### src/hdl/tfd_pkg.sv
// tfd_pkg: shared widths, constants, side-band types and the CORDIC arctangent table
// for the transmit focus delay pipeline. No dependencies.
package tfd_pkg;

  // Datapath widths
  localparam int unsigned CW   = 27;  // CORDIC x, y and angle, Q24 signed
  localparam int unsigned DW   = 24;  // element-to-focus vector, Q4 signed
  localparam int unsigned AW   = 23;  // vector magnitudes, Q4 unsigned
  localparam int unsigned SQW  = 48;  // sum of squares
  localparam int unsigned RW   = 24;  // square root, Q4 distance
  localparam int unsigned OW   = 18;  // result field width
  localparam int unsigned RDW  = 30;  // angle range reduction

  // Probe kinds
  localparam logic [1:0] PROBE_LINEAR = 2'd0;
  localparam logic [1:0] PROBE_SPARSE = 2'd1;
  localparam logic [1:0] PROBE_PHASED = 2'd2;
  localparam logic [1:0] PROBE_CURVED = 2'd3;

  // Configuration register indexes
  localparam logic [2:0] REG_PROBE_KIND    = 3'd0;
  localparam logic [2:0] REG_ELEMENT_COUNT = 3'd1;
  localparam logic [2:0] REG_PITCH         = 3'd2;
  localparam logic [2:0] REG_F_NUMBER      = 3'd3;
  localparam logic [2:0] REG_RADIUS        = 3'd4;
  localparam logic [2:0] REG_ANGLE_STEP    = 3'd5;
  localparam logic [2:0] REG_SLOWNESS      = 3'd6;

  // Elements allowed to fire in sparse mode
  localparam logic [6:0] SPARSE_E0 = 7'd0;
  localparam logic [6:0] SPARSE_E1 = 7'd60;
  localparam logic [6:0] SPARSE_E2 = 7'd67;
  localparam logic [6:0] SPARSE_E3 = 7'd127;

  localparam logic [OW-1:0] SAT18 = 18'h3FFFF;

  // CORDIC gain and angles in Q24
  localparam logic signed [CW-1:0] GAIN_Q24    = 27'sd10188014;
  localparam logic signed [CW-1:0] PI_Q24      = 27'sd52707179;
  localparam logic signed [CW-1:0] HALF_PI_Q24 = 27'sd26353589;

  // Range reduction: thresholds pi, pi+2pi, pi+4pi and the matching subtrahends
  localparam logic signed [RDW-1:0] RED_T1 = 30'sd52707179;
  localparam logic signed [RDW-1:0] RED_T2 = 30'sd158121536;
  localparam logic signed [RDW-1:0] RED_T3 = 30'sd263535893;
  localparam logic signed [RDW-1:0] RED_S1 = 30'sd105414357;
  localparam logic signed [RDW-1:0] RED_S2 = 30'sd210828714;
  localparam logic signed [RDW-1:0] RED_S3 = 30'sd316243071;

  // Item data carried alongside the CORDIC
  typedef struct packed {
    logic [6:0]           element;
    logic signed [17:0]   fx;
    logic signed [17:0]   fz;
    logic signed [DW-1:0] lin_dx;
    logic                 flip;
  } tfd_geo_side_t;

  // Item data carried alongside the square root
  typedef struct packed {
    logic          active;
    logic [OW-1:0] lat;
  } tfd_res_side_t;

  function automatic logic signed [CW-1:0] atan_q24(input int unsigned idx);
    logic signed [CW-1:0] v;
    unique case (idx)
      0:  v = 27'sd13176795;
      1:  v = 27'sd7778716;
      2:  v = 27'sd4110060;
      3:  v = 27'sd2086331;
      4:  v = 27'sd1047214;
      5:  v = 27'sd524117;
      6:  v = 27'sd262123;
      7:  v = 27'sd131069;
      8:  v = 27'sd65536;
      9:  v = 27'sd32768;
      10: v = 27'sd16384;
      11: v = 27'sd8192;
      12: v = 27'sd4096;
      13: v = 27'sd2048;
      14: v = 27'sd1024;
      15: v = 27'sd512;
      16: v = 27'sd256;
      17: v = 27'sd128;
      18: v = 27'sd64;
      19: v = 27'sd32;
      20: v = 27'sd16;
      21: v = 27'sd8;
      22: v = 27'sd4;
      23: v = 27'sd2;
      default: v = '0;
    endcase
    return v;
  endfunction

endpackage

### src/hdl/tfd_cordic.sv
// tfd_cordic: rotation-mode CORDIC, one register stage per iteration.
// Uses tfd_pkg for widths, gain and arctangent table.
module tfd_cordic #(
  parameter int unsigned STAGES = 18
) (
  input  logic                          clk_i,
  input  logic                          rst_ni,
  input  logic                          en_i,
  input  logic                          valid_i,
  input  logic signed [tfd_pkg::CW-1:0] angle_i,
  input  tfd_pkg::tfd_geo_side_t        side_i,
  output logic                          valid_o,
  output logic signed [tfd_pkg::CW-1:0] cos_o,
  output logic signed [tfd_pkg::CW-1:0] sin_o,
  output tfd_pkg::tfd_geo_side_t        side_o
);

  logic                          v_q    [STAGES];
  logic signed [tfd_pkg::CW-1:0] x_q    [STAGES];
  logic signed [tfd_pkg::CW-1:0] y_q    [STAGES];
  logic signed [tfd_pkg::CW-1:0] a_q    [STAGES];
  tfd_pkg::tfd_geo_side_t        side_q [STAGES];

  for (genvar i = 0; i < STAGES; i++) begin : g_stage
    localparam logic signed [tfd_pkg::CW-1:0] ATAN = tfd_pkg::atan_q24(i);
    logic                          vin;
    logic signed [tfd_pkg::CW-1:0] xin, yin, ain, x_d, y_d, a_d;
    tfd_pkg::tfd_geo_side_t        sin_w;

    if (i == 0) begin : g_first
      assign vin   = valid_i;
      assign xin   = tfd_pkg::GAIN_Q24;
      assign yin   = '0;
      assign ain   = angle_i;
      assign sin_w = side_i;
    end else begin : g_next
      assign vin   = v_q[i-1];
      assign xin   = x_q[i-1];
      assign yin   = y_q[i-1];
      assign ain   = a_q[i-1];
      assign sin_w = side_q[i-1];
    end

    always_comb begin
      if (ain >= 0) begin
        x_d = xin - (yin >>> i);
        y_d = yin + (xin >>> i);
        a_d = ain - ATAN;
      end else begin
        x_d = xin + (yin >>> i);
        y_d = yin - (xin >>> i);
        a_d = ain + ATAN;
      end
    end

    always_ff @(posedge clk_i or negedge rst_ni) begin
      if (!rst_ni) begin
        v_q[i] <= 1'b0;
      end else if (en_i) begin
        v_q[i] <= vin;
      end
    end

    always_ff @(posedge clk_i) begin
      if (en_i) begin
        x_q[i]    <= x_d;
        y_q[i]    <= y_d;
        a_q[i]    <= a_d;
        side_q[i] <= sin_w;
      end
    end
  end

  assign valid_o = v_q[STAGES-1];
  assign cos_o   = x_q[STAGES-1];
  assign sin_o   = y_q[STAGES-1];
  assign side_o  = side_q[STAGES-1];

endmodule

### config.mk
export PLATFORM = sky130hd
export DESIGN_NAME = tfd_cordic
export DESIGN_NICKNAME = d
export VERILOG_FILES = /design/src/hdl/tfd_pkg.sv /design/src/hdl/tfd_cordic.sv
export SDC_FILE = /design/constraint.sdc
export NUM_CORES = 2
export LEC_CHECK = 0
export BUFFER_PORTS_ARGS = -buffer_cell sky130_fd_sc_hd__buf_4
export CORE_ASPECT_RATIO = 2
export CORE_MARGIN = 4
export CORE_UTILIZATION = 60
export CTS_CLUSTER_DIAMETER = 200
export DETAILED_ROUTE_END_ITERATION = 16
export GPL_TIMING_DRIVEN = 0
export PLACE_DENSITY_LB_ADDON = 0.3
export SLEW_MARGIN = 15
export SYNTH_ARGS = -nofsm -noshare
export SYNTH_HDL_FRONTEND = slang
export SYNTH_SLANG_ARGS = --single-unit
### constraint.sdc
create_clock -name clk_i -period 6.5 [get_ports clk_i]
set_input_delay 1.3 -clock clk_i [delete_from_list [all_inputs] [get_ports clk_i]]
set_output_delay 1.3 -clock clk_i [all_outputs]
set_load 0.01 [all_outputs]
==> flow_summary.json <==
{
  "dieHeight_um": 689.0,
  "routedWlPerCell_um": 27.59,
  "cts-htree-levels": 4,
  "start_kind": "flop",
  "layout_setup_ws_ns": 0.09437,
  "drtIter0Drc": 6488,
  "cp-end-kind": "flop",
  "min_period_ns": 6.406,
  "cts_buffers": 221,
  "cts.path.max_buffers": 4,
  "hpwl_mm": 310.1,
  "overflow": 0,
  "min_path_type": "input port to async pin",
  "async_reset_ff_frac": 0.007194,
  "antenna_found_initial": 28,
  "setup_viol": 0,
  "via_count": 97080,
  "ctsHoldBuffers": 0,
  "via_per_inst": 6.359,
  "n_fill_cell": 16475,
  "wirelength_mm": 421.2,
  "first_pass_iters": 9,
  "coreArea_sq_um": 230200,
  "slew_violations": 0,
  "gp_congestion": 1.117,
  "synthDistinctLibCells": 93,
  "max_freq_mhz": 156.1,
  "fin_crit_sh": 0.9855,
  "final_common_cell": "edfxtp_1",
  "fin_nets": 13371,
  "final_cell_count_no_fill": 15267,
  "grt_max_degree": 177,
  "grt_use_met2": 0.6907,
  "initial_core_util": 0.6042,
  "clk_latency_ns": 0.92,
  "outcome": "complete, no violations",
  "syn_inst": 11560,
  "syn_area_sq_um": 139100,
  "grtUsageMet1": 0.2396,
  "grt_pass1_wl_mm": 616.6,
  "clk_pin_slew_ns": 0.08,
  "drive_gt1_frac": 0.06494,
  "die_x_um": 348.5,
  "rsz0062_at_grt": "no",
  "ys_warn_count": 0,
  "cts_tree": "built",
  "post-route-drc-count": 0,
  "synth_edf_count": 2484,
  "ctsRootBufferMaster": "clkbuf_16",
  "die-area_sq_um": 240100,
  "postSynthNetCount": 12890,
  "maxCapViolCount": 0,
  "hold_viol_final": 0,
  "io_buffer_count": 221,
  "crit_type": "flop to flop",
  "arrival_ns": 7.01,
  "syn_to_final_growth_pct": 9.680,
  "synth-seq-cells": 2502,
  "syn_area_per_cell_sq_um": 12.03,
  "use_met3": 0.06158,
  "rows": 249,
  "grt_pass1_vias": 102634,
  "required_ns": 7.10,
  "track_usage": 0.3493,
  "ys_seq_area_frac": 0.5394,
  "top_usage_layer": "met2",
  "fin_skew_ns": 0.1004,
  "postRouteAntennaNets": 0,
  "final_cell_mix": "edfxtp_1 (2484), ha_1 (1182), xnor2_1 (938), a21oi_1 (837), nor2_1 (757)",
  "cp_max_fo": 6,
  "preCtsSetupSlack_ns": -0.8746,
  "synth_ff_type": "edfxtp_1",
  "tightest_slew_ns": 1.323,
  "place_inst": 14818,
  "clock_sinks": 2502,
  "io-pin-count": 222,
  "slew_headroom": 0.1124
}
[cell families (layout without fill, tap and decap cells)]
logic type	after synthesis	after routing	synth area share
compound gates	3102	3102	0.1441
simple gates	2623	2623	0.09106
flops	2502	2502	0.5394
xor+xnor	1465	1465	0.09229
fa+ha+maj	1231	1231	0.1134
buf+inv	587	1239	0.01593
mux	50	50	0.003787
other cells	0	43	0
[state kept, by name, indices dropped and copies added (netlist names)]
name,flops
side_q,1224
valid_o,1
g_stage.vin,17
x_q,440
a_q,361
y_q,459
[cells in the mapped netlist (49+ instances only)]
| cell type | count | area share |
|---|---|---|
| nor2b_1 | 129 | 0.0058 |
| a211oi_1 | 102 | 0.0055 |
| o211ai_1 | 67 | 0.0036 |
| nand2_1 | 648 | 0.017 |
| a21o_1 | 367 | 0.020 |
| o21a_1 | 186 | 0.010 |
| edfxtp_1 | 2484 | 0.54 |
| nor2_1 | 757 | 0.020 |
| inv_1 | 453 | 0.012 |
| nor4_1 | 52 | 0.0023 |
| nor3_1 | 227 | 0.0082 |
| nand3_1 | 176 | 0.0063 |
| and3_1 | 78 | 0.0035 |
| or4_1 | 73 | 0.0039 |
| or2_2 | 64 | 0.0029 |
| or3_1 | 106 | 0.0048 |
| fa_1 | 49 | 0.0071 |
| o21ai_0 | 655 | 0.024 |
| a31oi_1 | 85 | 0.0038 |
| nand4_1 | 54 | 0.0024 |
| ha_1 | 1182 | 0.11 |
| o41ai_1 | 91 | 0.0057 |
| nand2b_1 | 142 | 0.0064 |
| xor2_1 | 525 | 0.033 |
| xnor2_1 | 939 | 0.059 |
| o21bai_1 | 164 | 0.0089 |
| clkbuf_1 | 120 | 0.0032 |
| o31ai_1 | 167 | 0.0090 |
| a21oi_1 | 840 | 0.030 |
[final cells by class]
type,count,area [sq um],share of cell area
sequential,2502,75040,0.4918
timing repair buffer,259,2347,0.01538
inverter,457,1720,0.01128
antenna,43,107.6,0.0007052
multi-input combinational,8471,62070,0.4068
buffer,129,538.0,0.003526
tap,3012,3769,0.02470
clock buffer,255,5710,0.03743
clock inverter,139,1270,0.008323
[critical path, stage by stage (launching register included)]
cell	delay (ns)
edfxtp_1	0.47
or4_1	0.69
or4_1	0.50
o31ai_1	0.74
nor2_1	0.37
nor2_1	0.30
ha_1	0.33
a21oi_1	0.45
o21ai_0	0.31
a211oi_4	0.48
a21oi_1	0.22
a41oi_1	0.48
a21oi_1	0.21
o41ai_1	0.42
xnor2_1	0.14
[what timing repair did]
| action | CTS | global route |
|---|---|---|
| gates resized for setup | 10 | 25 |
| setup endpoints to repair | 27 | 37 |
| hold endpoints to repair | 0 | 0 |
| gates cloned | 1 | 1 |
| buffers inserted | 7 | 0 |
[per-stage QoR]
step | hold slack, ns | TNS (ns) | cell area (sq um) | util
finish | 0.2238 | 0 | 152600 | 0.6627
global route | 0.2008 | 0 | 152500 | 0.6625
CTS | 0.1642 | 0 | 152300 | 0.6613
detailed placement | 0.4045 | -15.24 | 145200 | 0.6305
global placement | 0.4002 | - | 144500 | 0.6278
floorplan | 0.4003 | 0 | 139100 | -
[worst paths after layout]
path                                    start  cells past startpoint        endpoint  slack, ns
min in group clk_i              side_q[4][64]                      0   side_q[5][64]       0.36
worst max register to register    y_q[14][19]                     14     x_q[15][26]       0.09
max in group asynchronous              rst_ni                      1  g_stage[4].vin       6.04
worst min register to register  side_q[4][64]                      0   side_q[5][64]       0.36
worst max-delay path              y_q[14][19]                     14     x_q[15][26]       0.09
worst min-delay path                   rst_ni                      1  g_stage[5].vin       0.22
[layer usage]
metal  part of all wire  up-vias  wire (um)
li1                   -    44685          -
met1               0.25    46516     104900
met3              0.041     2141      17470
met5            0.00013        -         54
met4               0.15        6      63410
met2               0.56     3732     235400
Power is left out: the tool's default activity adds up to more than one toggle a clock period on the data nets, which glitch-free logic cannot reach.
