`src/hdl/tfd_pkg.sv`:
```
// tfd_pkg: shared widths, constants, side-band types and the CORDIC arctangent table
// for the transmit focus delay pipeline. No dependencies.
package tfd_pkg;

  // Datapath widths
  localparam int unsigned CW   = 27;  // CORDIC x, y and angle, Q24 signed
  localparam int unsigned DW   = 24;  // element-to-focus vector, Q4 signed
  localparam int unsigned AW   = 23;  // vector magnitudes, Q4 unsigned
  localparam int unsigned SQW  = 48;  // sum of squares
  localparam int unsigned RW   = 24;  // square root, Q4 distance
  localparam int unsigned OW   = 18;  // result field width
  localparam int unsigned RDW  = 30;  // angle range reduction

  // Probe kinds
  localparam logic [1:0] PROBE_LINEAR = 2'd0;
  localparam logic [1:0] PROBE_SPARSE = 2'd1;
  localparam logic [1:0] PROBE_PHASED = 2'd2;
  localparam logic [1:0] PROBE_CURVED = 2'd3;

  // Configuration register indexes
  localparam logic [2:0] REG_PROBE_KIND    = 3'd0;
  localparam logic [2:0] REG_ELEMENT_COUNT = 3'd1;
  localparam logic [2:0] REG_PITCH         = 3'd2;
  localparam logic [2:0] REG_F_NUMBER      = 3'd3;
  localparam logic [2:0] REG_RADIUS        = 3'd4;
  localparam logic [2:0] REG_ANGLE_STEP    = 3'd5;
  localparam logic [2:0] REG_SLOWNESS      = 3'd6;

  // Elements allowed to fire in sparse mode
  localparam logic [6:0] SPARSE_E0 = 7'd0;
  localparam logic [6:0] SPARSE_E1 = 7'd60;
  localparam logic [6:0] SPARSE_E2 = 7'd67;
  localparam logic [6:0] SPARSE_E3 = 7'd127;

  localparam logic [OW-1:0] SAT18 = 18'h3FFFF;

  // CORDIC gain and angles in Q24
  localparam logic signed [CW-1:0] GAIN_Q24    = 27'sd10188014;
  localparam logic signed [CW-1:0] PI_Q24      = 27'sd52707179;
  localparam logic signed [CW-1:0] HALF_PI_Q24 = 27'sd26353589;

  // Range reduction: thresholds pi, pi+2pi, pi+4pi and the matching subtrahends
  localparam logic signed [RDW-1:0] RED_T1 = 30'sd52707179;
  localparam logic signed [RDW-1:0] RED_T2 = 30'sd158121536;
  localparam logic signed [RDW-1:0] RED_T3 = 30'sd263535893;
  localparam logic signed [RDW-1:0] RED_S1 = 30'sd105414357;
  localparam logic signed [RDW-1:0] RED_S2 = 30'sd210828714;
  localparam logic signed [RDW-1:0] RED_S3 = 30'sd316243071;

  // Item data carried alongside the CORDIC
  typedef struct packed {
    logic [6:0]           element;
    logic signed [17:0]   fx;
    logic signed [17:0]   fz;
    logic signed [DW-1:0] lin_dx;
    logic                 flip;
  } tfd_geo_side_t;

  // Item data carried alongside the square root
  typedef struct packed {
    logic          active;
    logic [OW-1:0] lat;
  } tfd_res_side_t;

  function automatic logic signed [CW-1:0] atan_q24(input int unsigned idx);
    logic signed [CW-1:0] v;
    unique case (idx)
      0:  v = 27'sd13176795;
      1:  v = 27'sd7778716;
      2:  v = 27'sd4110060;
      3:  v = 27'sd2086331;
      4:  v = 27'sd1047214;
      5:  v = 27'sd524117;
      6:  v = 27'sd262123;
      7:  v = 27'sd131069;
      8:  v = 27'sd65536;
      9:  v = 27'sd32768;
      10: v = 27'sd16384;
      11: v = 27'sd8192;
      12: v = 27'sd4096;
      13: v = 27'sd2048;
      14: v = 27'sd1024;
      15: v = 27'sd512;
      16: v = 27'sd256;
      17: v = 27'sd128;
      18: v = 27'sd64;
      19: v = 27'sd32;
      20: v = 27'sd16;
      21: v = 27'sd8;
      22: v = 27'sd4;
      23: v = 27'sd2;
      default: v = '0;
    endcase
    return v;
  endfunction

endpackage

```
`src/hdl/tfd_isqrt.sv`:
```
// tfd_isqrt: pipelined integer square root, one root bit per stage.
// Uses tfd_pkg for widths and the side-band type.
module tfd_isqrt (
  input  logic                     clk_i,
  input  logic                     rst_ni,
  input  logic                     en_i,
  input  logic                     valid_i,
  input  logic [tfd_pkg::SQW-1:0]  value_i,
  input  tfd_pkg::tfd_res_side_t   side_i,
  output logic                     valid_o,
  output logic [tfd_pkg::RW-1:0]   root_o,
  output tfd_pkg::tfd_res_side_t   side_o
);

  localparam int unsigned N = tfd_pkg::RW;

  logic                     v_q    [N];
  logic [tfd_pkg::SQW-1:0]  rem_q  [N];
  logic [tfd_pkg::SQW-1:0]  root_q [N];
  tfd_pkg::tfd_res_side_t   side_q [N];

  for (genvar i = 0; i < N; i++) begin : g_stage
    localparam logic [tfd_pkg::SQW-1:0] BIT = tfd_pkg::SQW'(1) << (2 * (N - 1 - i));
    logic                    vin;
    logic [tfd_pkg::SQW-1:0] rin, qin, trial, rem_d, root_d;
    tfd_pkg::tfd_res_side_t  sin_w;

    if (i == 0) begin : g_first
      assign vin   = valid_i;
      assign rin   = value_i;
      assign qin   = '0;
      assign sin_w = side_i;
    end else begin : g_next
      assign vin   = v_q[i-1];
      assign rin   = rem_q[i-1];
      assign qin   = root_q[i-1];
      assign sin_w = side_q[i-1];
    end

    assign trial = qin + BIT;

    always_comb begin
      if (rin >= trial) begin
        rem_d  = rin - trial;
        root_d = (qin >> 1) + BIT;
      end else begin
        rem_d  = rin;
        root_d = qin >> 1;
      end
    end

    always_ff @(posedge clk_i or negedge rst_ni) begin
      if (!rst_ni) begin
        v_q[i] <= 1'b0;
      end else if (en_i) begin
        v_q[i] <= vin;
      end
    end

    always_ff @(posedge clk_i) begin
      if (en_i) begin
        rem_q[i]  <= rem_d;
        root_q[i] <= root_d;
        side_q[i] <= sin_w;
      end
    end
  end

  assign valid_o = v_q[N-1];
  assign root_o  = root_q[N-1][tfd_pkg::RW-1:0];
  assign side_o  = side_q[N-1];

endmodule

```
`config.mk`:
```
export PLATFORM = sky130hd
export DESIGN_NAME = tfd_isqrt
export DESIGN_NICKNAME = d
export VERILOG_FILES = /design/src/hdl/tfd_pkg.sv /design/src/hdl/tfd_isqrt.sv
export SDC_FILE = /design/constraint.sdc
export NUM_CORES = 2
export LEC_CHECK = 0
export BUFFER_PORTS_ARGS = -buffer_cell sky130_fd_sc_hd__buf_2
export CAP_MARGIN = 10
export CORE_MARGIN = 2
export CORE_UTILIZATION = 50
export DETAILED_ROUTE_END_ITERATION = 16
export HOLD_SLACK_MARGIN = 0.02
export PLACE_DENSITY = 0.66
export SLEW_MARGIN = 20
export SYNTH_ARGS = -nofsm -noshare
export SYNTH_HDL_FRONTEND = slang
export SYNTH_SLANG_ARGS = --single-unit
```
`constraint.sdc`:
```
create_clock -name clk_i -period 4.5 [get_ports clk_i]
set_input_delay 0.45 -clock clk_i [delete_from_list [all_inputs] [get_ports clk_i]]
set_output_delay 0.45 -clock clk_i [all_outputs]
set_load 0.005 [all_outputs]
```
==> impl_metrics.env <==
export IMPL_remaining_drc_errors=0
export IMPL_gp_congestion=0.914
export IMPL_grt_util_met3_pct=2.72
export IMPL_clockBufferDepth=3
export IMPL_synthFlopType="edfxtp_1"
export IMPL_start_util_pct=50.4
export IMPL_avgSynthCellArea_um2=14.3
export IMPL_clkSinkCount=1884
export IMPL_tightest_slew_ps=1130
export IMPL_ys_async_sr_fraction_pct=1.27
export IMPL_outcome="complete, no violations"
export IMPL_wl_per_cell_um=18.0
export IMPL_synth_xor_area_share_pct=5.11
export IMPL_grt_busiest_layer="met2"
export IMPL_grt_max_degree=144
export IMPL_yosys_mux_area_fraction_pct=0.851
export IMPL_synth_adder_area_share_pct=4.98
export IMPL_regArea_mm2=0.0565
export IMPL_cts_max_level=4
export IMPL_crit_top_cell="and3_1"
export IMPL_p_leak_nw=33.8
export IMPL_final_cells=8351
export IMPL_viasPerCell=5.43
export IMPL_slowest_delay_ps=590
export IMPL_drt_total_wl_um=151000
export IMPL_grt_ovfl_total=0
export IMPL_ys_seq_elements=1884
export IMPL_synthSimpleGateAreaFrac_pct=9.35
export IMPL_tritoncts="yes"
export IMPL_area_growth_pct=13.4
export IMPL_slew_limit_headroom_pct=23.5
export IMPL_hold_violations=0
export IMPL_die_h_um=406
export IMPL_post_cts_repair_setup_buffers=0
export IMPL_crit_arrival_ps=4470
export IMPL_antenna_found_initial=1
export IMPL_cts_resized=0
export IMPL_dp_cells=7923
export IMPL_cts_root_buf="clkbuf_16"
export IMPL_fin_skew_ps=57.8
export IMPL_crit_type="flip-flop to flip-flop"
export IMPL_drive_gt1_share_pct=9.17
export IMPL_p_per_area_mw_per_mm2=498
export IMPL_ctsHoldBuffers=69
export IMPL_hold_path_class="input pin to flip-flop"
export IMPL_use_met2_pct=33.2
export IMPL_slowest_stage="a211oi_1"
export IMPL_path_clk_slew_ps=60
export IMPL_cts_made_buffers=192
export IMPL_dieArea_mm2=0.165
export IMPL_finalCriticalPeriod_ps=3940
export IMPL_setup_violations_final=0
export IMPL_preCtsSetupSlack_ps=591
export IMPL_globalRouteTotalUtil_pct=18.4
export IMPL_synth_top_family_by_area="simple AND/OR/NAND/NOR gates"
export IMPL_grt_pass1_vias=45600
export IMPL_endpoint_kind="flip-flop"
export IMPL_multi_input_area_mm2=0.0226
export IMPL_fin_util_pct=57.1
export IMPL_synthCells=5670
export IMPL_max_vdd_ir_drop_uv=394
export IMPL_synth_nets=6063
export IMPL_io_buffers=114
export IMPL_cp_max_fo=9
export IMPL_num_fill_cells=12500
export IMPL_max_cap_violations=0
export IMPL_ant_nets=0
export IMPL_grt_pass1_wl_um=239000
export IMPL_dr_pass1_iters=5
export IMPL_slew_violations=0
export IMPL_via_count=45400
export IMPL_fin_ws_ps=560
export IMPL_nNetsFinal=6419
export IMPL_crit_path_cell_trace="ha_1 -> and3_1 -> and3_1 -> o21ai_0 -> a211oi_1 -> a211o_1 -> o311ai_0 -> buf_4 -> nor4_2 -> nand3_1 -> xnor2_1"
export IMPL_rsz0062_at_grt="false"
export IMPL_core_mm2=0.161
export IMPL_period_share_pct=87.6
export IMPL_fp_dieW_um=406
export IMPL_ios=115
export IMPL_dp_hpwl_um=107000
export IMPL_clock_latency_ps=830
export IMPL_max_freq_ghz=0.254
export IMPL_setup_tns_ps=0
export IMPL_drtIter0Drc=3395
export IMPL_synth_compound_area_share_pct=7.55
export IMPL_netlist_area_mm2=0.0809
export IMPL_seq_area_frac_synth_pct=69.8
export IMPL_diodes=0
export IMPL_ys_warn_count=0
export IMPL_synth_cell_types=87
export IMPL_synth_edf_count=1860
export IMPL_num_rows=147
export IMPL_start_kind="flip-flop"
export IMPL_required_ps=5030
export IMPL_met1_usage_pct=21.5
[state kept, by name, indices dropped and copies added (netlist names)]
name	count
g_stage.vin	23
rem_q	1104
side_q	456
valid_o	1
root_q	300
[worst paths after layout]
kind                       slack (ps)                    start                           to  depth (start not counted)
max                               560  rem_q[2][207]$_DFFE_PP_      rem_q[2][284]$_DFFE_PP_                         11
min                               110                     en_i      side_q[0][14]$_DFFE_PP_                          1
max reg2reg                       560  rem_q[2][207]$_DFFE_PP_      rem_q[2][284]$_DFFE_PP_                         11
min reg2reg                       410  side_q[4][41]$_DFFE_PP_      side_q[4][60]$_DFFE_PP_                          0
max in group asynchronous        3970                   rst_ni  g_stage[14].vin$_DFFE_PN0P_                          2
min in group asynchronous         170                   rst_ni   g_stage[1].vin$_DFFE_PN0P_                          2
[area by class of cell]
type	count	area share, %
clock buffers	235	5.46
repair buffers	249	2.18
inverters	404	1.65
well taps	2160	2.95
multi-input cells	3295	24.6
clock inverters	124	1.55
flip-flops and latches	1884	61.6
[kinds of logic (layout without fill, tap and decap cells)]
| logic type | count (synthesis) | count (layout) |
|---|---|---|
| mux | 62 | 62 |
| simple gates | 1458 | 1458 |
| compound gates | 981 | 981 |
| fa+ha+maj | 322 | 322 |
| buf+inv | 491 | 1012 |
| flops | 1884 | 1884 |
| xor+xnor | 472 | 472 |
[worst max-delay path, delay by kind of cell, from the launching register on]
family	cells	cell delay, ps
flip-flops	1	380
buffers and inverters	1	200
AND/OR/NAND/NOR	4	1130
XOR/XNOR	1	160
adder cells (fa/ha/maj)	1	430
AO/OA/AOI/OAI	4	1340
[layer usage]
metal / vias to the layer above / part of all wire [%]
li1: 22200 / -
met1: 21900 / 40
met2: 981 / 52
met3: 371 / 3.7
met4: 0 / 4.2
met5: - / 0
[report_power, final]
part	total [mW]	internal (mW)	switching, mW
registers	23.0	21.8	1.28
logic	6.76	2.84	3.93
clock network	15.9	9.24	6.63
total	45.7	33.8	11.8
[synth_stat cells, types with 12 or more instances]
| library cell | instances | share of area (%) |
|---|---|---|
| o21bai_1 | 26 | 0.24 |
| o31ai_1 | 39 | 0.36 |
| a31oi_1 | 38 | 0.29 |
| nand2b_1 | 57 | 0.44 |
| or2_2 | 23 | 0.18 |
| nand3_1 | 73 | 0.45 |
| mux2_2 | 50 | 0.70 |
| nand4b_1 | 17 | 0.18 |
| nor2b_1 | 43 | 0.33 |
| dfrtp_1 | 24 | 0.74 |
| nand4_1 | 72 | 0.56 |
| o211ai_1 | 22 | 0.20 |
| a21o_1 | 98 | 0.91 |
| inv_1 | 403 | 1.9 |
| nand2_1 | 368 | 1.7 |
| buf_2 | 12 | 0.074 |
| xnor2_1 | 224 | 2.4 |
| a21oi_1 | 266 | 1.6 |
| edfxtp_1 | 1860 | 69 |
| a211oi_1 | 21 | 0.19 |
| nor4b_1 | 23 | 0.25 |
| nor4_1 | 199 | 1.5 |
| and3_1 | 16 | 0.12 |
| nor2_1 | 286 | 1.3 |
| ha_1 | 322 | 5.0 |
| a21boi_0 | 14 | 0.13 |
| xor2_1 | 248 | 2.7 |
| clkbuf_1 | 63 | 0.29 |
| or3_1 | 58 | 0.45 |
| o21a_1 | 74 | 0.69 |
| nor3_1 | 122 | 0.76 |
| o21ai_0 | 281 | 1.7 |
| or4_1 | 40 | 0.37 |
[cell usage in the layout, fill, tap and decap left out, drive strengths merged, types with 180 or more instances in the layout]
cell	netlist	final
a21oi	268	268
buf	21	180
clkbuf	66	235
edfxtp	1860	1860
ha	322	322
inv	404	408
nand2	368	368
nor2	286	286
nor4	202	202
o21ai	284	284
xnor2	224	224
xor2	248	248
[stage by stage]
| stage | total power [mW] | instance area [µm²] | hold WS, ps |
|---|---|---|---|
| floorplan | 27.7 | 80900 | 154 |
| global placement | 29.9 | 84600 | 400 |
| detailed placement | 30.1 | 84600 | 405 |
| CTS | 46.1 | 91700 | 86.0 |
| global route | 47.8 | 91700 | 97.8 |
| finish | 45.7 | 91700 | 113 |
(Power assumes the default switching activity.)
