<file path="config.mk">
export PLATFORM = sky130hd
export DESIGN_NAME = tfd_front
export DESIGN_NICKNAME = d
export VERILOG_FILES = /design/src/hdl/tfd_pkg.sv /design/src/hdl/tfd_front.sv
export SDC_FILE = /design/constraint.sdc
export NUM_CORES = 1
export LEC_CHECK = 0
export BUFFER_PORTS_ARGS = -buffer_cell sky130_fd_sc_hd__buf_4
export CAP_MARGIN = 20
export CORE_MARGIN = 1.5
export CORE_UTILIZATION = 45
export DETAILED_ROUTE_END_ITERATION = 8
export PLACE_DENSITY_LB_ADDON = 0.08
export SYNTH_ARGS = -nofsm -noshare
export SYNTH_HDL_FRONTEND = slang
export SYNTH_SLANG_ARGS = --single-unit
</file>
<file path="constraint.sdc">
create_clock -name clk_i -period 6.6 [get_ports clk_i]
set_clock_uncertainty 0.1 [all_clocks]
set_input_delay 1.32 -clock clk_i [delete_from_list [all_inputs] [get_ports clk_i]]
set_output_delay 1.32 -clock clk_i [all_outputs]
set_load 0.01 [all_outputs]
</file>
<file path="src/hdl/tfd_pkg.sv">
// tfd_pkg: shared widths, constants, side-band types and the CORDIC arctangent table
// for the transmit focus delay pipeline. No dependencies.
package tfd_pkg;

  // Datapath widths
  localparam int unsigned CW   = 27;  // CORDIC x, y and angle, Q24 signed
  localparam int unsigned DW   = 24;  // element-to-focus vector, Q4 signed
  localparam int unsigned AW   = 23;  // vector magnitudes, Q4 unsigned
  localparam int unsigned SQW  = 48;  // sum of squares
  localparam int unsigned RW   = 24;  // square root, Q4 distance
  localparam int unsigned OW   = 18;  // result field width
  localparam int unsigned RDW  = 30;  // angle range reduction

  // Probe kinds
  localparam logic [1:0] PROBE_LINEAR = 2'd0;
  localparam logic [1:0] PROBE_SPARSE = 2'd1;
  localparam logic [1:0] PROBE_PHASED = 2'd2;
  localparam logic [1:0] PROBE_CURVED = 2'd3;

  // Configuration register indexes
  localparam logic [2:0] REG_PROBE_KIND    = 3'd0;
  localparam logic [2:0] REG_ELEMENT_COUNT = 3'd1;
  localparam logic [2:0] REG_PITCH         = 3'd2;
  localparam logic [2:0] REG_F_NUMBER      = 3'd3;
  localparam logic [2:0] REG_RADIUS        = 3'd4;
  localparam logic [2:0] REG_ANGLE_STEP    = 3'd5;
  localparam logic [2:0] REG_SLOWNESS      = 3'd6;

  // Elements allowed to fire in sparse mode
  localparam logic [6:0] SPARSE_E0 = 7'd0;
  localparam logic [6:0] SPARSE_E1 = 7'd60;
  localparam logic [6:0] SPARSE_E2 = 7'd67;
  localparam logic [6:0] SPARSE_E3 = 7'd127;

  localparam logic [OW-1:0] SAT18 = 18'h3FFFF;

  // CORDIC gain and angles in Q24
  localparam logic signed [CW-1:0] GAIN_Q24    = 27'sd10188014;
  localparam logic signed [CW-1:0] PI_Q24      = 27'sd52707179;
  localparam logic signed [CW-1:0] HALF_PI_Q24 = 27'sd26353589;

  // Range reduction: thresholds pi, pi+2pi, pi+4pi and the matching subtrahends
  localparam logic signed [RDW-1:0] RED_T1 = 30'sd52707179;
  localparam logic signed [RDW-1:0] RED_T2 = 30'sd158121536;
  localparam logic signed [RDW-1:0] RED_T3 = 30'sd263535893;
  localparam logic signed [RDW-1:0] RED_S1 = 30'sd105414357;
  localparam logic signed [RDW-1:0] RED_S2 = 30'sd210828714;
  localparam logic signed [RDW-1:0] RED_S3 = 30'sd316243071;

  // Item data carried alongside the CORDIC
  typedef struct packed {
    logic [6:0]           element;
    logic signed [17:0]   fx;
    logic signed [17:0]   fz;
    logic signed [DW-1:0] lin_dx;
    logic                 flip;
  } tfd_geo_side_t;

  // Item data carried alongside the square root
  typedef struct packed {
    logic          active;
    logic [OW-1:0] lat;
  } tfd_res_side_t;

  function automatic logic signed [CW-1:0] atan_q24(input int unsigned idx);
    logic signed [CW-1:0] v;
    unique case (idx)
      0:  v = 27'sd13176795;
      1:  v = 27'sd7778716;
      2:  v = 27'sd4110060;
      3:  v = 27'sd2086331;
      4:  v = 27'sd1047214;
      5:  v = 27'sd524117;
      6:  v = 27'sd262123;
      7:  v = 27'sd131069;
      8:  v = 27'sd65536;
      9:  v = 27'sd32768;
      10: v = 27'sd16384;
      11: v = 27'sd8192;
      12: v = 27'sd4096;
      13: v = 27'sd2048;
      14: v = 27'sd1024;
      15: v = 27'sd512;
      16: v = 27'sd256;
      17: v = 27'sd128;
      18: v = 27'sd64;
      19: v = 27'sd32;
      20: v = 27'sd16;
      21: v = 27'sd8;
      22: v = 27'sd4;
      23: v = 27'sd2;
      default: v = '0;
    endcase
    return v;
  endfunction

endpackage

</file>
<file path="src/hdl/tfd_front.sv">
// tfd_front: element index to angle and linear position; angle range reduction
// and quadrant fold ahead of the CORDIC. Uses tfd_pkg.
module tfd_front (
  input  logic                          clk_i,
  input  logic                          rst_ni,
  input  logic                          en_i,
  input  logic                          valid_i,
  input  logic [6:0]                    element_i,
  input  logic signed [17:0]            fx_i,
  input  logic signed [17:0]            fz_i,
  input  logic [7:0]                    element_count_i,
  input  logic [10:0]                   pitch_i,
  input  logic [20:0]                   angle_step_i,
  output logic                          valid_o,
  output logic signed [tfd_pkg::CW-1:0] angle_o,
  output tfd_pkg::tfd_geo_side_t        side_o
);

  // stage 1: k = 2e - (n - 1), |k| * step, k * pitch
  logic signed [9:0]  k;
  logic [7:0]         kmag;
  logic [28:0]        m_d;
  logic signed [20:0] kp_d;

  assign k    = $signed({2'b00, element_i, 1'b0}) - $signed({2'b00, element_count_i}) + 10'sd1;
  assign kmag = k[9] ? 8'(-k) : k[7:0];
  assign m_d  = 29'(angle_step_i) * 29'(kmag);
  assign kp_d = 21'(k) * $signed({10'd0, pitch_i});

  logic               v1_q, neg1_q;
  logic [28:0]        m1_q;
  logic signed [20:0] kp1_q;
  logic [6:0]         e1_q;
  logic signed [17:0] fx1_q, fz1_q;

  // stage 2: round half up of the half angle, linear lateral offset
  logic [29:0]                 ang_w;
  logic signed [tfd_pkg::DW-1:0] lin_d;

  assign ang_w = ({1'b0, m1_q} + 30'd1) >> 1;
  assign lin_d = (tfd_pkg::DW'(fx1_q) <<< 4) - (tfd_pkg::DW'(kp1_q) <<< 3);

  logic                          v2_q, neg2_q;
  logic [27:0]                   ang2_q;
  tfd_pkg::tfd_geo_side_t        s2_q;
  tfd_pkg::tfd_geo_side_t        s2_d;

  always_comb begin
    s2_d         = '0;
    s2_d.element = e1_q;
    s2_d.fx      = fx1_q;
    s2_d.fz      = fz1_q;
    s2_d.lin_dx  = lin_d;
    s2_d.flip    = 1'b0;
  end

  // stage 3: magnitude into (-pi, pi] by whole turns
  logic signed [tfd_pkg::RDW-1:0] a30, r30;

  assign a30 = $signed({2'b00, ang2_q});

  always_comb begin
    priority if (a30 > tfd_pkg::RED_T3) begin
      r30 = a30 - tfd_pkg::RED_S3;
    end else if (a30 > tfd_pkg::RED_T2) begin
      r30 = a30 - tfd_pkg::RED_S2;
    end else if (a30 > tfd_pkg::RED_T1) begin
      r30 = a30 - tfd_pkg::RED_S1;
    end else begin
      r30 = a30;
    end
  end

  logic                          v3_q, neg3_q;
  logic signed [tfd_pkg::CW-1:0] a3_q;
  tfd_pkg::tfd_geo_side_t        s3_q;

  // stage 4: fold into [-pi/2, pi/2], then restore the sign of k
  logic signed [tfd_pkg::CW-1:0] fold;
  logic                          flip;
  tfd_pkg::tfd_geo_side_t        s4_d;

  always_comb begin
    priority if (a3_q > tfd_pkg::HALF_PI_Q24) begin
      fold = a3_q - tfd_pkg::PI_Q24;
      flip = 1'b1;
    end else if (a3_q < -tfd_pkg::HALF_PI_Q24) begin
      fold = a3_q + tfd_pkg::PI_Q24;
      flip = 1'b1;
    end else begin
      fold = a3_q;
      flip = 1'b0;
    end
    s4_d      = s3_q;
    s4_d.flip = flip;
  end

  logic                          v4_q;
  logic signed [tfd_pkg::CW-1:0] a4_q;
  tfd_pkg::tfd_geo_side_t        s4_q;

  always_ff @(posedge clk_i or negedge rst_ni) begin
    if (!rst_ni) begin
      v1_q <= 1'b0;
      v2_q <= 1'b0;
      v3_q <= 1'b0;
      v4_q <= 1'b0;
    end else if (en_i) begin
      v1_q <= valid_i;
      v2_q <= v1_q;
      v3_q <= v2_q;
      v4_q <= v3_q;
    end
  end

  always_ff @(posedge clk_i) begin
    if (en_i) begin
      neg1_q <= k[9];
      m1_q   <= m_d;
      kp1_q  <= kp_d;
      e1_q   <= element_i;
      fx1_q  <= fx_i;
      fz1_q  <= fz_i;
      neg2_q <= neg1_q;
      ang2_q <= ang_w[27:0];
      s2_q   <= s2_d;
      neg3_q <= neg2_q;
      a3_q   <= r30[tfd_pkg::CW-1:0];
      s3_q   <= s2_q;
      a4_q   <= neg3_q ? -fold : fold;
      s4_q   <= s4_d;
    end
  end

  assign valid_o = v4_q;
  assign angle_o = a4_q;
  assign side_o  = s4_q;

endmodule
</file>
==> results.sh, run 1 <==
export IMPL_status="finished, violations left"
export IMPL_violations="setup timing"
export IMPL_hp_class="reg -> reg"
export IMPL_nFillCells=4858
export IMPL_cts_made_buffers=42
export IMPL_worstSetupPathType="in -> reg"
export IMPL_wl_met2_um=25500
export IMPL_fin_ws_ps=-943
export IMPL_place_area_um2=29500
export IMPL_critical_path_required_ps=6780
export IMPL_antenna_found_initial=0
export IMPL_cts_root_buf="clkbuf_16"
export IMPL_grt_use_total=0.181
export IMPL_drc=0
export IMPL_overflow=0
export IMPL_final_cell_count_no_fill=3396
export IMPL_slew_headroom=0.344
export IMPL_post_place_cells=3286
export IMPL_wl_met1_um=25500
export IMPL_area_growth_pct=22.6
export IMPL_dieArea_um2=59100
export IMPL_drive_gt1_frac=0.238
export IMPL_yosysWarnings=0
export IMPL_ys_ff_latch=375
export IMPL_end_kind="flip-flop"
export IMPL_cp_start_kind="primary input"
export IMPL_drv_slew=0
export IMPL_die_height_um=243
export IMPL_start_util=0.457
export IMPL_vias=17300
export IMPL_grt_max_degree=111
export IMPL_ff2ff_setup_slack_ps=1250
export IMPL_cts_sinks=375
export IMPL_io_buffers=179
export IMPL_core_area_um2=56700
export IMPL_timing_final_crit_share=1.14
export IMPL_via_per_inst=5.10
export IMPL_clockBufferDepth=3
export IMPL_yosysUniqueCellTypes=86
export IMPL_cts_tree="built"
export IMPL_setup_viol=28
export IMPL_hpwl_um=40400
export IMPL_drt_wl_total_um=54300
export IMPL_crit_top_cell="fa_1"
export IMPL_clk_pin_slew_ps=60
export IMPL_synthCells=2289
export IMPL_grt_pass1_vias=17300
export IMPL_critical_path_arrival_ps=7730
export IMPL_ios=183
export IMPL_crit_path_max_incr_delay_ps=510
export IMPL_wl_met3_um=2350
export IMPL_die_x_um=243
export IMPL_yosysSeqAreaShare=0.433
export IMPL_dr_max_layer_used="met4"
export IMPL_drtIter0Drc=804
export IMPL_final_common_cell="edfxtp_1"
export IMPL_fmax_ghz=0.133
export IMPL_rsz0062_at_grt="yes"
export IMPL_nets=3038
export IMPL_synth_cell_area_um2=25900
export IMPL_mostFrequentLayoutCells="edfxtp_1 (371), buf_4 (340), inv_1 (271), fa_1 (176), nand2_1 (168)"
export IMPL_cp_max_fo=11
export IMPL_synth_flop_cell="edfxtp_1"
export IMPL_diodes=0
export IMPL_cp_slowest_cell="fa_1"
export IMPL_worst_pin_slew_ps=978
export IMPL_hold_viol=0
export IMPL_clk_latency_ps=580
export IMPL_routedWlPerCell_um=16.0
export IMPL_period_needed_ps=7540
export IMPL_finalInstanceArea_um2=31800
export IMPL_synth_edf_count=371
export IMPL_htreeDepth=2
export IMPL_setup_tns_ps=-17080
export IMPL_max_cap_violations=0
export IMPL_fin_util=0.561
export IMPL_avgSynthCellArea_um2=11.3
export IMPL_num_rows=87
export IMPL_drt_pass1_iterations=5
export IMPL_grt_pass1_wl_um=87800
export IMPL_async_flop_share=0.0107
export IMPL_gp_congestion=0.863
export IMPL_ant_nets=0
stage by stage:
step | setup slack (ps) | hold slack [ps]
floorplan | -1040 | 300
global placement | -1570 | 300
detailed placement | -1700 | 305
CTS | -893 | 310
global route | -1210 | 316
finish | -943 | 310
kinds of logic after synthesis:
| family | Yosys count | synth area share |
|---|---|---|
| AND/OR/NAND/NOR | 645 | 0.133 |
| multiplexers | 10 | 0.00415 |
| XOR/XNOR | 172 | 0.0586 |
| AO/OA/AOI/OAI | 364 | 0.0958 |
| buffers and inverters | 382 | 0.0565 |
| adder cells (fa/ha/maj) | 340 | 0.218 |
| flip-flops | 375 | 0.433 |
| other | 1 | 0.000145 |
flip-flops by register name (all words and copies together), names as in the netlist:
name     flops
side_o      65
fz1_q       18
v1_q         1
s3_q        64
kp1_q       21
e1_q         7
neg2_q       1
v3_q         1
ang2_q      28
a3_q        27
m1_q        29
neg3_q       1
valid_o      1
neg1_q       1
s2_q        64
angle_o     27
v2_q         1
fx1_q       18
synth_stat cells, types with 14 or more instances:
cell type | count | area share
a21o_1 | 21 | 0.0061
fa_1 | 188 | 0.15
ha_1 | 152 | 0.073
nand2_1 | 174 | 0.025
xor2_1 | 48 | 0.016
a211oi_1 | 14 | 0.0041
o21a_1 | 19 | 0.0055
a21oi_1 | 76 | 0.015
clkbuf_1 | 75 | 0.011
o31ai_1 | 18 | 0.0052
edfxtp_1 | 371 | 0.43
nor2b_1 | 38 | 0.0092
xnor2_1 | 123 | 0.042
o21ai_0 | 67 | 0.013
a31oi_1 | 23 | 0.0055
nor2_1 | 75 | 0.011
inv_1 | 284 | 0.041
nand2b_1 | 32 | 0.0077
and3_1 | 22 | 0.0053
nand3_1 | 35 | 0.0068
nor3_1 | 25 | 0.0048
and2_1 | 149 | 0.036
cell type report:
cell class	instances	area [µm²]	area share
inverter	284	1070	0.0336
timing repair buffer	374	2980	0.0937
tap	756	946	0.0297
clock buffer	47	1070	0.0336
clock inverter	26	248	0.00779
sequential	375	11200	0.353
multi-input combinational	1534	14200	0.448
timing repair:
item	in CTS	in global routing
pin swaps	51	56
gates resized for setup	53	85
hold buffers	0	0
buffers inserted	18	21
cloned	0	3
endpoints found under the setup margin	32	35
layer usage:
| metal | GRT usage | up-vias |
|---|---|---|
| met1 | 0.254 | 8369 |
| met5 | 0 | - |
| met3 | 0.0278 | 62 |
| li1 | - | 8521 |
| met4 | 0.0437 | 0 |
| met2 | 0.295 | 366 |
critical path, delay by kind of cell:
kind | cells | cell delay (ps)
buffers and inverters | 6 | 540
adders and majority gates | 6 | 2390
and+or+nand+nor | 6 | 940
AOI/OAI and AO/OA | 11 | 1870
xor gates and xnor gates | 3 | 640
path summary, 6_finish.rpt:
| path | startpoint | to | depth (start not counted) |
|---|---|---|---|
| worst min-delay path | s3_q[63] | side_o[63] | 0 |
| max in group asynchronous | rst_ni | v2_q | 1 |
| worst max register to register | a3_q[15] | angle_o[21] | 10 |
| worst max-delay path | element_count_i[1] | m1_q[28] | 32 |
| worst min register to register | s3_q[63] | side_o[63] | 0 |
| min in group asynchronous | rst_ni | v3_q | 1 |
Power of run 1 is left out: the tool's default activity adds up to more than one toggle a clock period on the data nets, which glitch-free logic cannot reach.
==> run 2: changes to the inputs <==
ABC_AREA = 1   (was unset)
==> run 2 against run 1 <==
  * The flow still finishes with violations (setup timing)
  * Critical path type unchanged
  * Clock-buffer cell count is 2 lower
  * Cell area rose by 10%
  * Cell count grew 32%
  * Critical path depth decreased by 4
  * First-iteration DRC count increased by 66%
  * Register-to-register slack better by 1500 ps
==> results.sh, run 2 <==
export IMPL_io_buffers=179
export IMPL_ys_ff_latch=375
export IMPL_synth_cell_area_um2=28500
export IMPL_slew_headroom=0.362
export IMPL_ios=183
export IMPL_diodes=0
export IMPL_hold_viol=0
export IMPL_drc=0
export IMPL_crit_path_max_incr_delay_ps=570
export IMPL_fin_ws_ps=-349
export IMPL_yosys_area_top_type_share=0.391
export IMPL_htreeDepth=2
export IMPL_synth_commonest_cells="nand2_1 (740), inv_1 (466), nor2_1 (396)"
export IMPL_yosysUniqueCellTypes=63
export IMPL_crit_end="kp1_q[20]"
export IMPL_die_x_um=255
export IMPL_reg2regPathDepth=14
export IMPL_drv_slew=0
export IMPL_synth_flop_cell="edfxtp_1"
export IMPL_yosysMostFrequentCell="nand2_1"
export IMPL_period_needed_ps=6950
export IMPL_drive_gt1_frac=0.208
export IMPL_start_util=0.454
export IMPL_critical_path_arrival_ps=7170
export IMPL_num_rows=92
export IMPL_max_cap_violations=0
export IMPL_nets=4015
export IMPL_ff2ff_setup_slack_ps=2760
export IMPL_avgSynthCellArea_um2=8.89
export IMPL_status="finished, violations left"
export IMPL_final_common_cell="nand2_1"
export IMPL_crit_reg2reg_launch="ang2_q[20]"
export IMPL_timing_final_crit_share=1.05
export IMPL_finalInstanceArea_um2=35000
export IMPL_largest_reg_flops=65
export IMPL_crit_family="adder cells"
export IMPL_worstSetupPathType="in -> reg"
export IMPL_fmax_ghz=0.144
export IMPL_drt_wl_total_um=76100
export IMPL_crit_start="element_count_i[0]"
export IMPL_grt_pass1_wl_um=121000
export IMPL_synth_edf_count=371
export IMPL_synthCells=3208
export IMPL_overflow=0
export IMPL_place_area_um2=32500
export IMPL_yosysWarnings=0
export IMPL_regToRegEndpoint="a3_q[12]"
export IMPL_mostFrequentLayoutCells="nand2_1 (701), inv_1 (434), nor2_1 (372), buf_4 (372), edfxtp_1 (371)"
export IMPL_yosysSeqAreaShare=0.394
export IMPL_drtIter0Drc=1337
export IMPL_async_flop_share=0.0107
export IMPL_clk_pin_slew_ps=60
export IMPL_dieArea_um2=64900
export IMPL_cts_sinks=375
export IMPL_final_cell_count_no_fill=4468
export IMPL_worst_pin_slew_ps=957
export IMPL_clk_latency_ps=600
export IMPL_cts_made_buffers=43
export IMPL_cts_root_buf="clkbuf_16"
export IMPL_critical_path_required_ps=6820
export IMPL_area_growth_pct=22.7
export IMPL_grt_use_total=0.238
export IMPL_hold_buffers=0
export IMPL_crit_cells=28
export IMPL_antenna_found_initial=1
export IMPL_violations="setup timing"
export IMPL_vias=22600
export IMPL_core_area_um2=62900
export IMPL_path_buf_inv=7
export IMPL_routedWlPerCell_um=17.0
export IMPL_hp_class="reg -> reg"
export IMPL_yosys_area_top_type="edfxtp_1"
export IMPL_grt_max_degree=137
export IMPL_cp_slowest_cell="fa_1"
export IMPL_drt_pass1_iterations=5
export IMPL_clockBufferDepth=3
export IMPL_cp_start_kind="primary input"
export IMPL_setup_viol=22
export IMPL_die_height_um=255
export IMPL_cts_tree="built"
export IMPL_gp_congestion=0.924
export IMPL_cp_max_fo=4
export IMPL_synthTopCellsByArea="edfxtp_1 (39%), fa_1 (13%), nand2_1 (9.7%)"
export IMPL_post_place_cells=4350
export IMPL_end_kind="flip-flop"
export IMPL_rsz0062_at_grt="yes"
export IMPL_hpwl_um=60000
export IMPL_via_per_inst=5.05
export IMPL_ant_nets=0
export IMPL_grt_pass1_vias=23100
## run 2: worst min-delay path by stage
stage,from,end,slack [ps],cells past startpoint
floorplan,neg1_q,neg2_q,300,0
global placement,s2_q[14],s3_q[14],300,0
detailed placement,s2_q[10],s3_q[10],300,0
CTS,s2_q[43],s3_q[43],310,0
global route,s2_q[43],s3_q[43],310,0
finish,s2_q[43],s3_q[43],310,0
## run 2: worst register-to-register path: stages (launching register included)
cell and delay [ps]:
edfxtp_1 620, inv_1 270, nand2_1 90, nor3_1 290
nand2_1 150, nor3_2 200, nand3_1 100, nand2_1 80
buf_4 330, clkinv_1 680, nand2_1 210, o21ai_0 100
or2_1 230, nand3_1 70, nand2_1 60
## run 2: layout make-up
cell class	instances	area [µm²]
repair buffers	408	3290
fillers	5736	27900
inverters	488	1860
clock inverters	34	357
well taps	846	1060
multi-input cells	2272	16100
flip-flops and latches	375	11200
clock buffers	45	1080
## run 2: kinds of logic after synthesis
family | after synthesis | synth area share
xor gates and xnor gates | 159 | 0.0510
AOI/OAI and AO/OA | 291 | 0.0575
and+or+nand+nor | 1478 | 0.219
buffers and inverters | 563 | 0.0798
adders and majority gates | 340 | 0.199
muxes | 1 | 0.000351
DFF | 375 | 0.394
other | 1 | 0.000131
## run 2: per-layer routing
metal / track usage / wire length, µm / vias to the layer above
met1: 0.302 / 32600 / 10800
met5: 0 / 11 / -
met4: 0.0817 / 2500 / 2
met3: 0.0285 / 3300 / 143
li1: - / - / 11100
met2: 0.418 / 37600 / 514
## run 2: what timing repair did
action,4_1_cts,5_1_grt
setup buffers,29,11
pin swaps,64,60
endpoints found under the hold margin,0,0
endpoints found under the setup margin,21,30
resized for setup,122,85
gates cloned,1,0
## run 2: stage by stage
stage | setup WS (ps) | TNS [ps] | utilization | hold slack, ps
6_report | -349 | -3130 | 0.557 | 305
5_1_grt | -559 | -9000 | 0.557 | 307
4_1_cts | -201 | -2130 | 0.550 | 305
3_5_place_dp | -995 | -24000 | 0.517 | 305
2_1_floorplan | -511 | -6160 | - | 300
3_3_place_gp | -976 | -22030 | 0.517 | 300
Power of run 2 is left out for the same reason.
==> run 3: changes to the inputs <==
CORE_MARGIN = unset   (was 1.5)
PLACE_DENSITY = 0.65   (was unset)
PLACE_DENSITY_LB_ADDON = unset   (was 0.08)
==> run 3 against run 2 <==
  * The run still ends with setup timing left
  * Via count decreased by 0.91%
  * Cell count down 0.43%
  * Non-clock buffer count decreased by 4
  * Setup slack better by 130 ps
  * Wire length shrank 8.2%
  * Global-route usage down 1.7 points
  * Utilization is 0.85 points higher
  * Hold slack improved by 8.5 ps
  * Sequential share of layout area shrank 0.13 points
  * Critical path depth increased by 4
  * Die area fell by 0.78%
  * Register-to-register slack improved by 100 ps
  * Largest cell class unchanged
==> results.sh, run 3 (same netlist as run 2, synthesis figures left out) <==
export IMPL_drt_pass1_iterations=7
export IMPL_grt_pass1_wl_um=112000
export IMPL_max_cap_violations=0
export IMPL_drc=0
export IMPL_dieArea_um2=64400
export IMPL_grt_util_met2=0.375
export IMPL_final_common_cell="nand2_1"
export IMPL_setup_tns_ps=-2300
export IMPL_cp_slowest_cell="fa_1"
export IMPL_start_util=0.459
export IMPL_rsz0062_at_grt="yes"
export IMPL_hpwl_um=54000
export IMPL_grt_use_total=0.220
export IMPL_busiest_layer="met2"
export IMPL_crit_path_max_incr_delay_ps=530
export IMPL_io_buffers=179
export IMPL_vias=22400
export IMPL_hold_buffers=0
export IMPL_use_met3=0.0331
export IMPL_overflow=0
export IMPL_period_needed_ps=6810
export IMPL_fin_ws_ps=-214
export IMPL_hold_viol=0
export IMPL_area_growth_pct=23.2
export IMPL_grt_max_degree=104
export IMPL_diodes=0
export IMPL_ant_nets=0
export IMPL_slew_headroom=0.321
export IMPL_grt_util_met1=0.283
export IMPL_drv_slew=0
export IMPL_pre_cts_ws_ps=-886
export IMPL_cts_tree="built"
export IMPL_mostFrequentLayoutCells="nand2_1 (702), inv_1 (430), edfxtp_1 (371), nor2_1 (362), buf_4 (359)"
export IMPL_fmax_ghz=0.147
export IMPL_core_area_um2=62200
export IMPL_worst_pin_slew_ps=1020
export IMPL_drt_wl_total_um=69800
export IMPL_cts_sinks=375
export IMPL_drtIter0Drc=1168
export IMPL_grt_pass1_vias=22100
export IMPL_cts_made_buffers=41
export IMPL_critical_path_required_ps=6830
export IMPL_via_per_inst=5.03
export IMPL_largest_reg_flops=65
export IMPL_gp_congestion=0.959
export IMPL_ios=183
export IMPL_end_kind="flip-flop"
export IMPL_routedWlPerCell_um=15.7
export IMPL_clk_pin_slew_ps=70
export IMPL_cp_max_fo=6
export IMPL_die_height_um=254
export IMPL_crit_top_cell="fa_1"
export IMPL_htreeDepth=2
export IMPL_clk_latency_ps=590
export IMPL_violations="setup timing"
export IMPL_fin_util=0.565
export IMPL_hp_class="reg -> reg"
export IMPL_clockBufferDepth=3
export IMPL_antenna_found_initial=0
export IMPL_nets=4010
export IMPL_num_rows=91
export IMPL_critical_path_arrival_ps=7050
export IMPL_cts_root_buf="clkbuf_16"
export IMPL_die_x_um=254
export IMPL_status="finished, violations left"
export IMPL_timing_final_crit_share=1.03
export IMPL_setup_viol=18
export IMPL_worstSetupPathType="in -> reg"
export IMPL_drive_gt1_frac=0.213
export IMPL_cp_start_kind="primary input"
-- run 3: changes by cell type in the layout (fill, tap and decap cells not counted), moves of 5 or more --
cell / previous run / this run
buf_4: 372 / 359
nor2_1: 372 / 362
clkinv_1: 16 / 9
buf_12: 6 / 11
nor2_2: 31 / 37
o21ai_1: 19 / 14
buf_6: 24 / 29
-- run 3: layout make-up --
cell class | count | area, µm²
Timing Repair Buffer | 404 | 3340
Clock inverter | 27 | 393
Inverter | 488 | 1860
Tap cell | 837 | 1050
Fill cell | 5594 | 27000
Multi-Input combinational cell | 2273 | 16200
Clock buffer | 45 | 1040
Sequential cell | 375 | 11200
-- run 3: worst max-delay path: cells and delay by family --
kind,cells,cell delay (ps)
adders and majority gates,7,3070
xor gates and xnor gates,2,280
and+or+nand+nor,10,890
AOI/OAI and AO/OA,5,790
buffers and inverters,8,700
-- run 3: path summary, 6_finish.rpt --
path,endpoint,cells past startpoint,slack [ps],startpoint
setup / recovery,kp1_q[19],32,-210,element_count_i[2]
hold / removal,s2_q[67],0,310,e1_q[6]
setup reg to reg,a3_q[12],14,2860,ang2_q[20]
hold reg to reg,s2_q[67],0,310,e1_q[6]
max in group asynchronous,v1_q,1,5860,rst_ni
min in group asynchronous,valid_o,1,440,rst_ni
-- run 3: repair_timing --
action	CTS	global route
buffers inserted	28	20
pin swaps	26	65
setup endpoints to repair	18	29
cloned	2	2
gates resized for setup	87	151
-- run 3: stage by stage --
| stage | std cells | instance area (µm²) | hold slack [ps] |
|---|---|---|---|
| after global placement | 4332 | 32400 | 300 |
| final | 4449 | 35100 | 314 |
| after global routing | 4449 | 35100 | 319 |
| after detailed placement | 4332 | 32400 | 305 |
| after floorplan | 3210 | 29000 | 300 |
| after CTS | 4434 | 34500 | 313 |
-- run 3: metal layers --
layer,share of wire,wire length (µm)
met3,0.053,3710
met5,0,0
met1,0.43,30200
met4,0.036,2490
met2,0.48,33400
Power of run 3 is left out for the same reason.
